## config.mk

```make
export PLATFORM = sky130hd
export DESIGN_NAME = http_request_header_parser_core
export DESIGN_NICKNAME = d
export VERILOG_FILES = /design/src/rtl/hrhp_pkg.sv /design/src/rtl/http_request_header_parser_core.sv /design/src/rtl/hrhp_front.sv /design/src/rtl/hrhp_queue.sv /design/src/rtl/hrhp_back.sv
export SDC_FILE = /design/constraint.sdc
export NUM_CORES = 1
export LEC_CHECK = 0
export CAP_MARGIN = 30
export CORE_ASPECT_RATIO = 1.5
export CORE_MARGIN = 2
export CORE_UTILIZATION = 49
export CTS_CLUSTER_DIAMETER = 100
export DETAILED_ROUTE_END_ITERATION = 10
export DONT_BUFFER_PORTS = 1
export PLACE_DENSITY = 0.63
export SETUP_SLACK_MARGIN = 0.4
export SKIP_CTS_REPAIR_TIMING = 1
export SLEW_MARGIN = 30
export SYNTH_ARGS = -nofsm -noshare
export SYNTH_HDL_FRONTEND = slang
export SYNTH_SLANG_ARGS = --single-unit
```

## constraint.sdc

```tcl
create_clock -name clk -period 7.6 [get_ports clk]
set_input_delay 0.76 -clock clk [delete_from_list [all_inputs] [get_ports clk]]
set_output_delay 0.76 -clock clk [all_outputs]
set_load 0.1 [all_outputs]
```

## src/rtl/hrhp_pkg.sv

```systemverilog
`timescale 1ns / 1ps

package hrhp_pkg;

  localparam int QueueDepth = 2;

  typedef struct packed {
    logic       start_of_request;
    logic [7:0] in_byte;
  } item_t;

  typedef struct packed {
    logic [1:0] status;
    logic       method;
    logic [7:0] out_byte;
    logic [1:0] byte_kind;
  } result_t;

  // classified byte handed from front to back
  typedef struct packed {
    logic       start;
    logic [7:0] raw;
    logic [7:0] lc;
    logic       blank;
    logic       cr;
    logic       lf;
    logic       zero;
  } cls_t;

  localparam logic [1:0] PH_REQ  = 2'd0;
  localparam logic [1:0] PH_HDR  = 2'd1;
  localparam logic [1:0] PH_DONE = 2'd2;
  localparam logic [1:0] PH_BAD  = 2'd3;

  localparam logic [1:0] ST_INCOMPLETE = 2'd0;
  localparam logic [1:0] ST_COMPLETE   = 2'd1;
  localparam logic [1:0] ST_BAD        = 2'd2;

  localparam logic [1:0] KIND_NONE = 2'd0;
  localparam logic [1:0] KIND_URL  = 2'd1;
  localparam logic [1:0] KIND_HOST = 2'd2;

  localparam logic [3:0] STEP_START   = 4'd0;
  localparam logic [3:0] STEP_GAP1    = 4'd1;
  localparam logic [3:0] STEP_URL     = 4'd2;
  localparam logic [3:0] STEP_GAP2    = 4'd3;
  localparam logic [3:0] STEP_VER     = 4'd4;
  localparam logic [3:0] STEP_H_NAME  = 4'd1;
  localparam logic [3:0] STEP_H_GAP   = 4'd2;
  localparam logic [3:0] STEP_H_VAL   = 4'd3;
  localparam logic [3:0] STEP_OTHER   = 4'd14;
  localparam logic [3:0] STEP_FAIL    = 4'd15;

  localparam logic [7:0] CH_CR  = 8'h0d;
  localparam logic [7:0] CH_LF  = 8'h0a;
  localparam logic [7:0] CH_SP  = 8'h20;
  localparam logic [7:0] CH_TAB = 8'h09;

  function automatic logic [7:0] get_char(input logic [1:0] idx);
    logic [7:0] c;
    unique case (idx)
      2'd0:    c = "g";
      2'd1:    c = "e";
      2'd2:    c = "t";
      default: c = 8'h00;
    endcase
    return c;
  endfunction

  function automatic logic [7:0] post_char(input logic [1:0] idx);
    logic [7:0] c;
    unique case (idx)
      2'd0:    c = "p";
      2'd1:    c = "o";
      2'd2:    c = "s";
      default: c = "t";
    endcase
    return c;
  endfunction

  function automatic logic [7:0] ver_char(input logic [2:0] idx);
    logic [7:0] c;
    unique case (idx)
      3'd0:    c = "h";
      3'd1:    c = "t";
      3'd2:    c = "t";
      3'd3:    c = "p";
      3'd4:    c = "/";
      3'd5:    c = "1";
      3'd6:    c = ".";
      default: c = "1";
    endcase
    return c;
  endfunction

  function automatic logic [7:0] host_char(input logic [2:0] idx);
    logic [7:0] c;
    unique case (idx)
      3'd0:    c = "h";
      3'd1:    c = "o";
      3'd2:    c = "s";
      3'd3:    c = "t";
      3'd4:    c = ":";
      default: c = 8'h00;
    endcase
    return c;
  endfunction

endpackage

```

## src/rtl/http_request_header_parser_core.sv

```systemverilog
`timescale 1ns / 1ps
// HTTP request-line and header parser, one request byte per request.
// Input channel: push/full with item (start_of_request, in_byte). A request
//   is taken on a clock edge with push high and full low.
// Result channel: empty/pop with result (status, method, out_byte,
//   byte_kind). The oldest result is shown while empty is low and is taken
//   on an edge with pop high and empty low. Every input request yields
//   exactly one result, in order.
// Path: a byte taken on an edge passes through the input register, the queue
//   and the output register before it appears on result.
// Throughput: one byte per cycle while pop keeps up, set by the parser state
//   update in the back end, which advances once per byte taken from the queue.
// A classifier stage feeds a QUEUE_DEPTH-entry queue; the parser drains it
//   whenever its output register is free or being popped. When pop is held
//   low, the queue and the input register fill and full rises; no request is
//   lost. Reset (rst, synchronous) empties all stages and returns the parser
//   to the request-line phase with the method cleared.
module http_request_header_parser_core #(
  parameter int QUEUE_DEPTH = hrhp_pkg::QueueDepth
) (
  input  logic              clk,
  input  logic              rst,
  input  logic              push,
  output logic              full,
  input  hrhp_pkg::item_t   item,
  output logic              empty,
  input  logic              pop,
  output hrhp_pkg::result_t result
);

  logic           q_push;
  logic           q_full;
  hrhp_pkg::cls_t q_wdata;
  logic           q_rd;
  logic           q_valid;
  hrhp_pkg::cls_t q_rdata;

  hrhp_front u_front (
    .clk    (clk),
    .rst    (rst),
    .push   (push),
    .full   (full),
    .item   (item),
    .q_push (q_push),
    .q_full (q_full),
    .q_data (q_wdata)
  );

  hrhp_queue #(
    .DEPTH (QUEUE_DEPTH)
  ) u_queue (
    .clk     (clk),
    .rst     (rst),
    .wr      (q_push),
    .wr_data (q_wdata),
    .q_full  (q_full),
    .rd      (q_rd),
    .q_valid (q_valid),
    .rd_data (q_rdata)
  );

  hrhp_back u_back (
    .clk     (clk),
    .rst     (rst),
    .q_valid (q_valid),
    .q_data  (q_rdata),
    .q_rd    (q_rd),
    .empty   (empty),
    .pop     (pop),
    .result  (result)
  );

endmodule

```

## src/rtl/hrhp_front.sv

```systemverilog
`timescale 1ns / 1ps

module hrhp_front (
  input  logic                clk,
  input  logic                rst,
  input  logic                push,
  output logic                full,
  input  hrhp_pkg::item_t     item,
  output logic                q_push,
  input  logic                q_full,
  output hrhp_pkg::cls_t      q_data
);

  logic           fv;
  hrhp_pkg::cls_t fitem;
  hrhp_pkg::cls_t cls_next;
  logic           take;

  always_comb begin
    cls_next.start = item.start_of_request;
    cls_next.raw   = item.in_byte;
    cls_next.lc    = (item.in_byte >= "A" && item.in_byte <= "Z") ?
                     item.in_byte + 8'd32 : item.in_byte;
    cls_next.blank = (item.in_byte == hrhp_pkg::CH_SP) ||
                     (item.in_byte == hrhp_pkg::CH_TAB);
    cls_next.cr    = item.in_byte == hrhp_pkg::CH_CR;
    cls_next.lf    = item.in_byte == hrhp_pkg::CH_LF;
    cls_next.zero  = item.in_byte == 8'h00;
  end

  assign full   = fv && q_full;
  assign take   = push && !full;
  assign q_push = fv && !q_full;
  assign q_data = fitem;

  always_ff @(posedge clk) begin
    if (rst) begin
      fv <= 1'b0;
    end else if (take) begin
      fv <= 1'b1;
    end else if (q_push) begin
      fv <= 1'b0;
    end
  end

  always_ff @(posedge clk) begin
    if (take) begin
      fitem <= cls_next;
    end
  end

endmodule

```

## src/rtl/hrhp_queue.sv

```systemverilog
`timescale 1ns / 1ps

module hrhp_queue #(
  parameter int DEPTH = hrhp_pkg::QueueDepth
) (
  input  logic           clk,
  input  logic           rst,
  input  logic           wr,
  input  hrhp_pkg::cls_t wr_data,
  output logic           q_full,
  input  logic           rd,
  output logic           q_valid,
  output hrhp_pkg::cls_t rd_data
);

  localparam int PtrW = $clog2(DEPTH);
  localparam int CntW = $clog2(DEPTH + 1);

  hrhp_pkg::cls_t        slots [DEPTH];
  logic [PtrW-1:0]       wp;
  logic [PtrW-1:0]       rp;
  logic [CntW-1:0]       count;
  logic                  do_wr;
  logic                  do_rd;

  assign q_full  = count == CntW'(DEPTH);
  assign q_valid = count != '0;
  assign do_wr   = wr && !q_full;
  assign do_rd   = rd && q_valid;
  assign rd_data = slots[rp];

  always_ff @(posedge clk) begin
    if (rst) begin
      wp    <= '0;
      rp    <= '0;
      count <= '0;
    end else begin
      if (do_wr) begin
        wp <= (wp == PtrW'(DEPTH - 1)) ? '0 : wp + PtrW'(1);
      end
      if (do_rd) begin
        rp <= (rp == PtrW'(DEPTH - 1)) ? '0 : rp + PtrW'(1);
      end
      if (do_wr && !do_rd) begin
        count <= count + CntW'(1);
      end else if (do_rd && !do_wr) begin
        count <= count - CntW'(1);
      end
    end
  end

  always_ff @(posedge clk) begin
    if (do_wr) begin
      slots[wp] <= wr_data;
    end
  end

endmodule

```

## src/rtl/hrhp_back.sv

```systemverilog
`timescale 1ns / 1ps

module hrhp_back (
  input  logic              clk,
  input  logic              rst,
  input  logic              q_valid,
  input  hrhp_pkg::cls_t    q_data,
  output logic              q_rd,
  output logic              empty,
  input  logic              pop,
  output hrhp_pkg::result_t result
);

  logic [1:0] phase;
  logic [3:0] line_step;
  logic [3:0] match_count;
  logic [1:0] method_candidates;
  logic       cr_pending;
  logic       zero_seen;
  logic       method_reg;

  logic [1:0] phase_next;
  logic [3:0] line_step_next;
  logic [3:0] match_count_next;
  logic [1:0] method_candidates_next;
  logic       cr_pending_next;
  logic       zero_seen_next;
  logic       method_reg_next;
  logic [1:0] kind;
  logic       g_ok;
  logic       p_ok;
  logic       ver_check;
  logic       end_line;

  logic              ov;
  hrhp_pkg::result_t result_next;

  assign q_rd  = q_valid && (!ov || pop);
  assign empty = !ov;

  always_comb begin
    phase_next             = phase;
    line_step_next         = line_step;
    match_count_next       = match_count;
    method_candidates_next = method_candidates;
    cr_pending_next        = cr_pending;
    zero_seen_next         = zero_seen;
    method_reg_next        = method_reg;
    kind                   = hrhp_pkg::KIND_NONE;
    g_ok                   = 1'b0;
    p_ok                   = 1'b0;
    ver_check              = 1'b0;
    end_line               = 1'b0;

    if (q_data.start) begin
      phase_next             = hrhp_pkg::PH_REQ;
      line_step_next         = hrhp_pkg::STEP_START;
      match_count_next       = '0;
      method_candidates_next = 2'b11;
      cr_pending_next        = 1'b0;
      zero_seen_next         = 1'b0;
      method_reg_next        = 1'b0;
    end

    if (phase_next == hrhp_pkg::PH_REQ || phase_next == hrhp_pkg::PH_HDR) begin
      if (cr_pending_next) begin
        cr_pending_next = 1'b0;
        if (q_data.lf) begin
          end_line = 1'b1;
        end else begin
          phase_next = hrhp_pkg::PH_BAD;
        end
      end else if (q_data.cr) begin
        cr_pending_next = 1'b1;
      end else if (q_data.lf) begin
        phase_next = hrhp_pkg::PH_BAD;
      end else if (zero_seen_next) begin
        // line content already ended
      end else if (q_data.zero) begin
        zero_seen_next = 1'b1;
      end else if (phase_next == hrhp_pkg::PH_REQ) begin
        unique case (line_step_next)
          hrhp_pkg::STEP_START: begin
            if (q_data.blank) begin
              g_ok = method_candidates_next[0] && match_count_next == 4'd3;
              p_ok = method_candidates_next[1] && match_count_next == 4'd4;
              if (g_ok || p_ok) begin
                method_reg_next = p_ok;
                line_step_next  = hrhp_pkg::STEP_GAP1;
              end else begin
                line_step_next = hrhp_pkg::STEP_FAIL;
              end
            end else begin
              if (match_count_next >= 4'd3 ||
                  hrhp_pkg::get_char(match_count_next[1:0]) != q_data.lc) begin
                method_candidates_next[0] = 1'b0;
              end
              if (match_count_next >= 4'd4 ||
                  hrhp_pkg::post_char(match_count_next[1:0]) != q_data.lc) begin
                method_candidates_next[1] = 1'b0;
              end
              if (match_count_next != 4'd15) begin
                match_count_next = match_count_next + 4'd1;
              end
            end
          end
          hrhp_pkg::STEP_GAP1: begin
            if (!q_data.blank) begin
              line_step_next = hrhp_pkg::STEP_URL;
              kind           = hrhp_pkg::KIND_URL;
            end
          end
          hrhp_pkg::STEP_URL: begin
            if (q_data.blank) begin
              line_step_next = hrhp_pkg::STEP_GAP2;
            end else begin
              kind = hrhp_pkg::KIND_URL;
            end
          end
          hrhp_pkg::STEP_GAP2: begin
            if (!q_data.blank) begin
              line_step_next   = hrhp_pkg::STEP_VER;
              match_count_next = '0;
              ver_check        = 1'b1;
            end
          end
          hrhp_pkg::STEP_VER: begin
            ver_check = 1'b1;
          end
          default: begin
          end
        endcase
        if (ver_check) begin
          if (match_count_next < 4'd8 &&
              hrhp_pkg::ver_char(match_count_next[2:0]) == q_data.lc) begin
            match_count_next = match_count_next + 4'd1;
          end else begin
            line_step_next = hrhp_pkg::STEP_FAIL;
          end
        end
      end else begin
        if (line_step_next == hrhp_pkg::STEP_START) begin
          line_step_next   = hrhp_pkg::STEP_H_NAME;
          match_count_next = '0;
        end
        unique case (line_step_next)
          hrhp_pkg::STEP_H_NAME: begin
            if (match_count_next < 4'd5 &&
                hrhp_pkg::host_char(match_count_next[2:0]) == q_data.lc) begin
              match_count_next = match_count_next + 4'd1;
              if (match_count_next == 4'd5) begin
                line_step_next = hrhp_pkg::STEP_H_GAP;
              end
            end else begin
              line_step_next = hrhp_pkg::STEP_OTHER;
            end
          end
          hrhp_pkg::STEP_H_GAP: begin
            if (!q_data.blank) begin
              line_step_next = hrhp_pkg::STEP_H_VAL;
              kind           = hrhp_pkg::KIND_HOST;
            end
          end
          hrhp_pkg::STEP_H_VAL: begin
            kind = hrhp_pkg::KIND_HOST;
          end
          default: begin
          end
        endcase
      end
    end

    if (end_line) begin
      if (phase_next == hrhp_pkg::PH_REQ) begin
        phase_next = (line_step_next == hrhp_pkg::STEP_VER && match_count_next == 4'd8) ?
                     hrhp_pkg::PH_HDR : hrhp_pkg::PH_BAD;
      end else if (line_step_next == hrhp_pkg::STEP_START) begin
        phase_next = hrhp_pkg::PH_DONE;
      end
      line_step_next         = hrhp_pkg::STEP_START;
      match_count_next       = '0;
      method_candidates_next = 2'b11;
      cr_pending_next        = 1'b0;
      zero_seen_next         = 1'b0;
    end

    unique case (phase_next)
      hrhp_pkg::PH_DONE: result_next.status = hrhp_pkg::ST_COMPLETE;
      hrhp_pkg::PH_BAD:  result_next.status = hrhp_pkg::ST_BAD;
      default:           result_next.status = hrhp_pkg::ST_INCOMPLETE;
    endcase
    result_next.method    = method_reg_next;
    result_next.out_byte  = (kind != hrhp_pkg::KIND_NONE) ? q_data.raw : 8'h00;
    result_next.byte_kind = kind;
  end

  always_ff @(posedge clk) begin
    if (rst) begin
      phase             <= hrhp_pkg::PH_REQ;
      line_step         <= hrhp_pkg::STEP_START;
      match_count       <= '0;
      method_candidates <= 2'b11;
      cr_pending        <= 1'b0;
      zero_seen         <= 1'b0;
      method_reg        <= 1'b0;
      ov                <= 1'b0;
    end else begin
      if (q_rd) begin
        phase             <= phase_next;
        line_step         <= line_step_next;
        match_count       <= match_count_next;
        method_candidates <= method_candidates_next;
        cr_pending        <= cr_pending_next;
        zero_seen         <= zero_seen_next;
        method_reg        <= method_reg_next;
        ov                <= 1'b1;
      end else if (pop) begin
        ov <= 1'b0;
      end
    end
  end

  always_ff @(posedge clk) begin
    if (q_rd) begin
      result <= result_next;
    end
  end

endmodule
```

# Word level (Yosys, flattened, before mapping)
# Memory sizes are Yosys's and may differ from the RTL's. A register that Yosys moved wholly into a read port is not among the register bits.
# Index checks and enable logic that the tools add are counted.
# totals
regBits	55
latch_bits	0
ram_bits	42
romBits	0
out_inout_bits	15
elab_cells	297
mem_count	1
# classes
add_sub_neg	8
mul	0
div_mod_pow	0
n_lt_le_gt_ge	6
eq_ne	36
shifts	0
mux	183
bitwise_logic	0
reduce_logical	40
# memory_table
memory	words	width	rd	rd_ports_with_merged_regs	write_ports	line_no	source
u_queue.slots	2	21	1	1	1	hrhp_queue.sv:19	hrhp_pkg::cls_t slots [DEPTH];
# op_table
cell	n
$mux 8	35
$mux 4	58
$pmux 7 s5	2
$mux 2	32
$mux 1	48
$eq 8x4->1 const B	3
$pmux 7 s3	1
$eq 4x2->1 const B	5
$eq 4x3->1 const B	4
$eq 8x8->1	2
$ne 8x8->1	2
$pmux 4 s2	2
$pmux 4 s4	1
$pmux 5 s3	1
$logic_and 1x1->1	14
$add 4x1->4 const B	3
$eq 3x2->1 const B	4
$reduce_bool 2->1	5
$eq 3x3->1 const B	3
$add 8x6->8 const B	1
$eq 2x2->1 const B	4
$eq 4x1->1 const B	2
$eq 8x6->1 const B	1
$ge 8x7->1 const B	1
21 further kinds	39

# Longest topological paths before layout
# Gate-level depths: netlist of run 1.
# logic_depth
word_depth	41
depth_mapped	20
ltp_nobuf	19

# By module
# From an unflattened synthesis of run 1, not the netlist that was laid out.
# unflattened
cells_unflattened	517
area_unflattened_um2	5322.6
# by_module_without_submodules
mod	n_inst	cells_each	area_each_um2	seq_area_each_um2
hrhp_back	1	377	2876.5	710.7
hrhp_queue	1	90	1727.9	1361.3
hrhp_front	1	50	718.2	500.5

# Least setup slack after synthesis of run 1
# OpenSTA, ideal clock, no wires.
# synth_timing
path_type	reg2reg
from	reg (tool-made name)
to	reg, netlist name u_back.result[12]
arrival_time_ns	4.578
required_time_ns	7.333
path_slack_ns	2.754
stages_incl_launch_ff	21
synth_period_minus_slack_ns	4.846
cell_sequence	dfxtp_1 -> mux2i_1 -> clkbuf_1 -> nand2_1 -> inv_1 -> ha_1 -> nand3_1 -> o2111a_1 -> o32ai_1 -> inv_1 -> ha_1 -> clkbuf_1 -> mux2i_1 -> a21oi_1 -> a211o_1 -> a221o_1 -> buf_2 -> nor4_2 -> o32ai_2 -> nor4_2 -> nor3_1

==> impl_metrics.toml, run 1 <==
[status]
status = "finished, final reports clean"

[logic_synthesis]
synth-edff-count = 61
yosysMostFrequentCell = "nor2_1"
yosysTopAreaCell = "edfxtp_1"
netlist.area_leader.share = 0.366
synthesis.nets = 532
yosysSeqAreaShare = 0.454
synth_common_cells = "69 x nor2_1, 61 x edfxtp_1, 27 x nand2_1"
synthTopCellsByArea = "edfxtp_1 37%, dfxtp_1 8.8%, nor2_1 5.2%"
ys_warn_count = 0
synth_flop_cell = "edfxtp_1"
async_flop_share = 0
netlist_area_um2 = 5010
ys_seq_elements = 83
netlist_instances = 502
synthDistinctLibCells = 80
avgSynthCellArea_um2 = 9.98

[floorplanning]
num_rows = 45
coreArea_um2 = 10000
die_w_um = 86.6
io_pins = 28
start_util = 0.500
fp.dieArea_um2 = 11100
die_h_um = 128

[cells_and_area]
n_antenna_cell = 0
utilization = 0.536
multi_input_area_um2 = 2520
nNetsFinal = 529
seq_area_um2 = 2270
layout-drive-gt1-share = 0.115
design_area_um2 = 5370
top_register = "u_queue.slots"
area_growth_pct = 7.17
fill_cells = 932
largest_reg_flops = 32

[power]
internal_power_mw = 1.00
swShare = 0.453
p_per_area_nw_per_um2 = 342
seqPwrFrac = 0.457
peakVddDrop_v = 0.000183
power_switching_mw = 0.831
pwr-share-clk = 0.223
p_comb_frac = 0.320
leakage_nw = 1.80

[global_route]
grt_pass1_wl_mm = 19.8
grt_max_degree = 30
grt_overflow_total = 0
grt_pass1_vias = 3849
track_usage = 0.234
grt_antenna_before_repair = 0

[critical_path]
cp-start-kind = "flop"
reg2reg_depth = 19
rrSetupSlack_ps = 2050
cp_max_fo = 29
worstSetupPathType = "flop to flop"
r2r_end = "u_back.phase[1]"
cp_data_arrival_time_ps = 5800
crit_required_ps = 7840
cp-end-kind = "flop"

[worst_hold_path]
worstHoldStart = "u_front.q_data[7]"
min_to = "u_queue.slots[1][15]"
holdPathStages = 0
hp-class = "flop to flop"

[timing]
hold_slack_ps = 444
slew_viol_final = 0
tns_ps = 0
setup-violations-final = 0
timing.fmax_mhz = 180
period_needed_ps = 5550
fin_skew_ps = 7.35
rsz0062_at_grt = "false"
finalCritPeriodShare = 0.731
max_slew_margin = 0.329
worst_pin_slew_ps = 997
hold_viol_final = 0

[clock_tree]
cts.clk_slew.worst_paths_ps = 70
cts_inserted_buffers = 9
cts_tree = "yes"
cts_buffer_depth = 2
numClockSinks = 83
cts_max_level = 3
insertion_delay_ps = 340
clockRootBuffer = "clkbuf_16"

[placed_design]
place_area_um2 = 5090
port_buffers = 0
dp_hpwl_mm = 9.51
place.gp.congestion = 0.981

[run]
drv_cap = 0

[routing]
vias = 4054
wl_per_cell_um = 20.2
via_per_inst = 6.53
postRouteAntennaNets = 0
drc = 0
dr.pass1.iters = 5
drt_iter0_markers = 338
wl_mm = 12.5
-- critical path, cell delays in order (launching register included) --
cell and delay, ps:
dfxtp_1 310, buf_4 340, mux2i_2 240, buf_4 320, nand2_1 250, inv_1 140
ha_1 270, nand3_1 180, o2111a_1 310, o32ai_1 280, inv_1 160, ha_1 360
o21ai_0 240, a21oi_1 90, a211o_1 250, a221o_1 460, o31a_1 360, o31ai_1 450
nor4_2 140, o31ai_1 280
-- kinds of logic after synthesis --
kind of cell | count (synthesis) | share of synthesized area
simple gates | 201 | 0.210
compound gates | 120 | 0.173
flops | 83 | 0.454
buf+inv | 43 | 0.0462
mux | 27 | 0.0560
fa+ha+maj | 17 | 0.0425
xor+xnor | 11 | 0.0192
-- routing by layer --
metal,GRT usage,part of all wire,vias up,wire [um]
li1,-,-,1906,-
met1,0.255,0.37,1965,4660
met2,0.408,0.53,146,6630
met3,0.0380,0.041,37,510
met4,0.160,0.059,0,736
met5,0,0,-,0
-- area by class of cell --
type,instances,area share
flip-flops and latches,83,0.423
well taps,117,0.0273
clock inverters,7,0.0105
inverters,19,0.0142
multi-input cells,376,0.469
repair buffers,10,0.0140
clock buffers,9,0.0420
-- how the worst max path moves through the flow --
stage / start / depth (start not counted) / to / slack (ps)
5_1_grt: flop / 20 / u_back.result[12] / 1570
2_1_floorplan: flop / 20 / u_back.result[12] / 2750
4_1_cts: flop / 19 / u_back.phase[1] / 2100
3_3_place_gp: flop / 19 / u_back.result[11] / 2250
6_report: flop / 19 / u_back.phase[1] / 2050
3_5_place_dp: flop / 19 / u_back.result[11] / 2130
-- layout by cell type, fill, tap and decap left out, drive strengths merged, types with 9 or more instances in the layout --
cell    count
dfxtp      22
nor2       69
buf        10
clkbuf      9
a21oi      26
edfxtp     61
o21ai      23
mux2i      19
nand3      10
ha         17
nand2      27
nor3       23
inv        21
nand2b      9
nor4       18
-- per-stage QoR --
step                      std cells  setup WS, ps  power (mW)
after floorplan                 502          2750        1.28
after global placement          605          2250        1.42
after detailed placement        605          2130        1.42
after CTS                       621          2100        1.84
after global routing            621          1570        1.92
final                           621          2050        1.83
-- power by group through the flow --
stage | combinational [mW] | clock [mW] | sequential (mW)
6_report | 0.588 | 0.409 | 0.838
2_1_floorplan | 0.467 | 0 | 0.818
5_1_grt | 0.641 | 0.432 | 0.846
3_3_place_gp | 0.575 | 0 | 0.845
3_5_place_dp | 0.577 | 0 | 0.848
4_1_cts | 0.580 | 0.418 | 0.839
Power figures use the tool's default switching activity.
==> run 2, diff against run 1 <==
Clock period 7.6 ns to 5.75 ns, I/O delays scaled along.
==> run 2 against run 1 <==
Net effect:
- sequential power grew 32%
- register-to-register slack worse by 1300 ps
- utilization increased by 1.1 points
- count of clock-buffer cells in the layout unchanged
- maximum frequency increased by 11%
- combinational power is 34% higher
- setup slack worse by 1300 ps
- non-clock buffer count grew 2
- worst hold slack worse by 150 ps
- sequential cell count unchanged
- sequential share of layout area decreased by 0.82 points
- via count decreased by 0.59%
==> impl_metrics.toml, run 2 (same netlist as run 1, synthesis figures left out) <==
[status]
status = "finished, final reports clean"

[global_route]
grt_antenna_before_repair = 0
grt_pass1_vias = 4049
grt_overflow_total = 0
grt_max_degree = 29
grt_pass1_wl_mm = 20.1
track_usage = 0.241

[cells_and_area]
final_common_cell = "nor2_1"
design_area_um2 = 5470
layout-drive-gt1-share = 0.132
nNetsFinal = 531
largest_reg_flops = 32
top_register = "u_queue.slots"
area_growth_pct = 9.29
n_antenna_cell = 0
most-common-layout-cells = "68 x nor2_1, 61 x edfxtp_1, 27 x nand2_1, 26 x a21oi_1, 22 x dfxtp_1"

[timing]
finalCritPeriodShare = 0.867
timing.fmax_mhz = 201
slew_viol_final = 0
period_needed_ps = 4990
hold_slack_ps = 298
fin_skew_ps = 8.16
rsz0062_at_grt = "false"
worst_pin_slew_ps = 952
hold_viol_final = 0
tns_ps = 0
max_slew_margin = 0.360
setup-violations-final = 0

[worst_hold_path]
hp-class = "input port to flop"

[power]
peakVddDrop_v = 0.000283
leakage_nw = 1.84
p_per_area_nw_per_um2 = 456

[floorplanning]
die_h_um = 128
io_pins = 28
num_rows = 45
coreArea_um2 = 10000
fp.dieArea_um2 = 11100
die_w_um = 86.6
start_util = 0.500

[critical_path]
cp_max_fo = 10
worstSetupPathType = "flop to flop"
cp_data_arrival_time_ps = 5080
cp-start-kind = "flop"
worstPathCellList = "mux2i_2 -> buf_4 -> nand2_1 -> inv_1 -> ha_1 -> nand3_1 -> o2111a_1 -> o22a_1 -> inv_1 -> ha_1 -> or2_2 -> nand4_1 -> a21oi_1 -> o211ai_1 -> a221o_2 -> nor4_4 -> o32ai_2 -> nor4_4 -> nor3_1"
cp-end-kind = "flop"
cpPeakStageDelay_ps = 480
cp_slowest_cell = "a221o_2"
crit_required_ps = 5840

[clock_tree]
insertion_delay_ps = 340
numClockSinks = 83
cts_inserted_buffers = 9
cts.clk_slew.worst_paths_ps = 70
cts_tree = "yes"
clockRootBuffer = "clkbuf_16"
cts_buffer_depth = 2
cts_max_level = 3

[placed_design]
port_buffers = 0
place_area_um2 = 5100
dp_hpwl_mm = 9.63
place.gp.congestion = 0.971

[routing]
wl_mm = 12.7
drc = 0
wl_per_cell_um = 20.4
via_per_inst = 6.47
dr.pass1.iters = 6
postRouteAntennaNets = 0
vias = 4030
drt_iter0_markers = 220

[run]
drv_cap = 0
-- run 2: worst max-delay path, delay by kind of cell, from the launching register on --
| family | cells | cell delay, ps |
|---|---|---|
| buffers and inverters | 3 | 550 |
| and+or+nand+nor | 7 | 1460 |
| DFF | 1 | 350 |
| adders and majority gates | 2 | 520 |
| muxes | 1 | 260 |
| AOI/OAI and AO/OA | 6 | 1570 |
-- run 2: worst paths after layout --
check                      from                    to  slack [ps]  cells past startpoint
max                        flop     u_back.result[12]         760                     19
min                         rst   u_back.line_step[1]         300                      1
max reg2reg                flop     u_back.result[12]         760                     19
min reg2reg  u_front.q_data[11]  u_queue.slots[1][11]         450                      0
-- run 2: area by class of cell --
cell class / count / area (um^2)
multi-input cells: 376 / 2580
clock buffers: 9 / 225
clock inverters: 7 / 83.8
well taps: 117 / 146
flip-flops and latches: 83 / 2270
repair buffers: 12 / 90.1
inverters: 19 / 76.3
fillers: 874 / 4550
-- run 2: per-layer routing --
layer | up-vias | global-route usage | part of all wire
met4 | 0 | 0.153 | 0.057
met5 | - | 0 | 0
li1 | 1905 | - | -
met1 | 1931 | 0.260 | 0.37
met2 | 145 | 0.432 | 0.53
met3 | 49 | 0.0335 | 0.039
-- run 2: metrics by stage --
step | cells | total power [mW] | utilization | setup WS, ps
2_1_floorplan | 502 | 1.70 | - | 904
3_3_place_gp | 607 | 1.87 | 0.508 | 863
3_5_place_dp | 607 | 1.88 | 0.509 | 789
4_1_cts | 623 | 2.48 | 0.540 | 744
5_1_grt | 623 | 2.62 | 0.546 | 426
6_report | 623 | 2.49 | 0.546 | 763
-- run 2: where the power goes --
group,total (mW),leakage [nW],internal [mW],switching [mW]
Clock,0.597,0.154,0.346,0.252
Combinational,0.789,0.925,0.268,0.521
Sequential,1.11,0.760,0.765,0.343
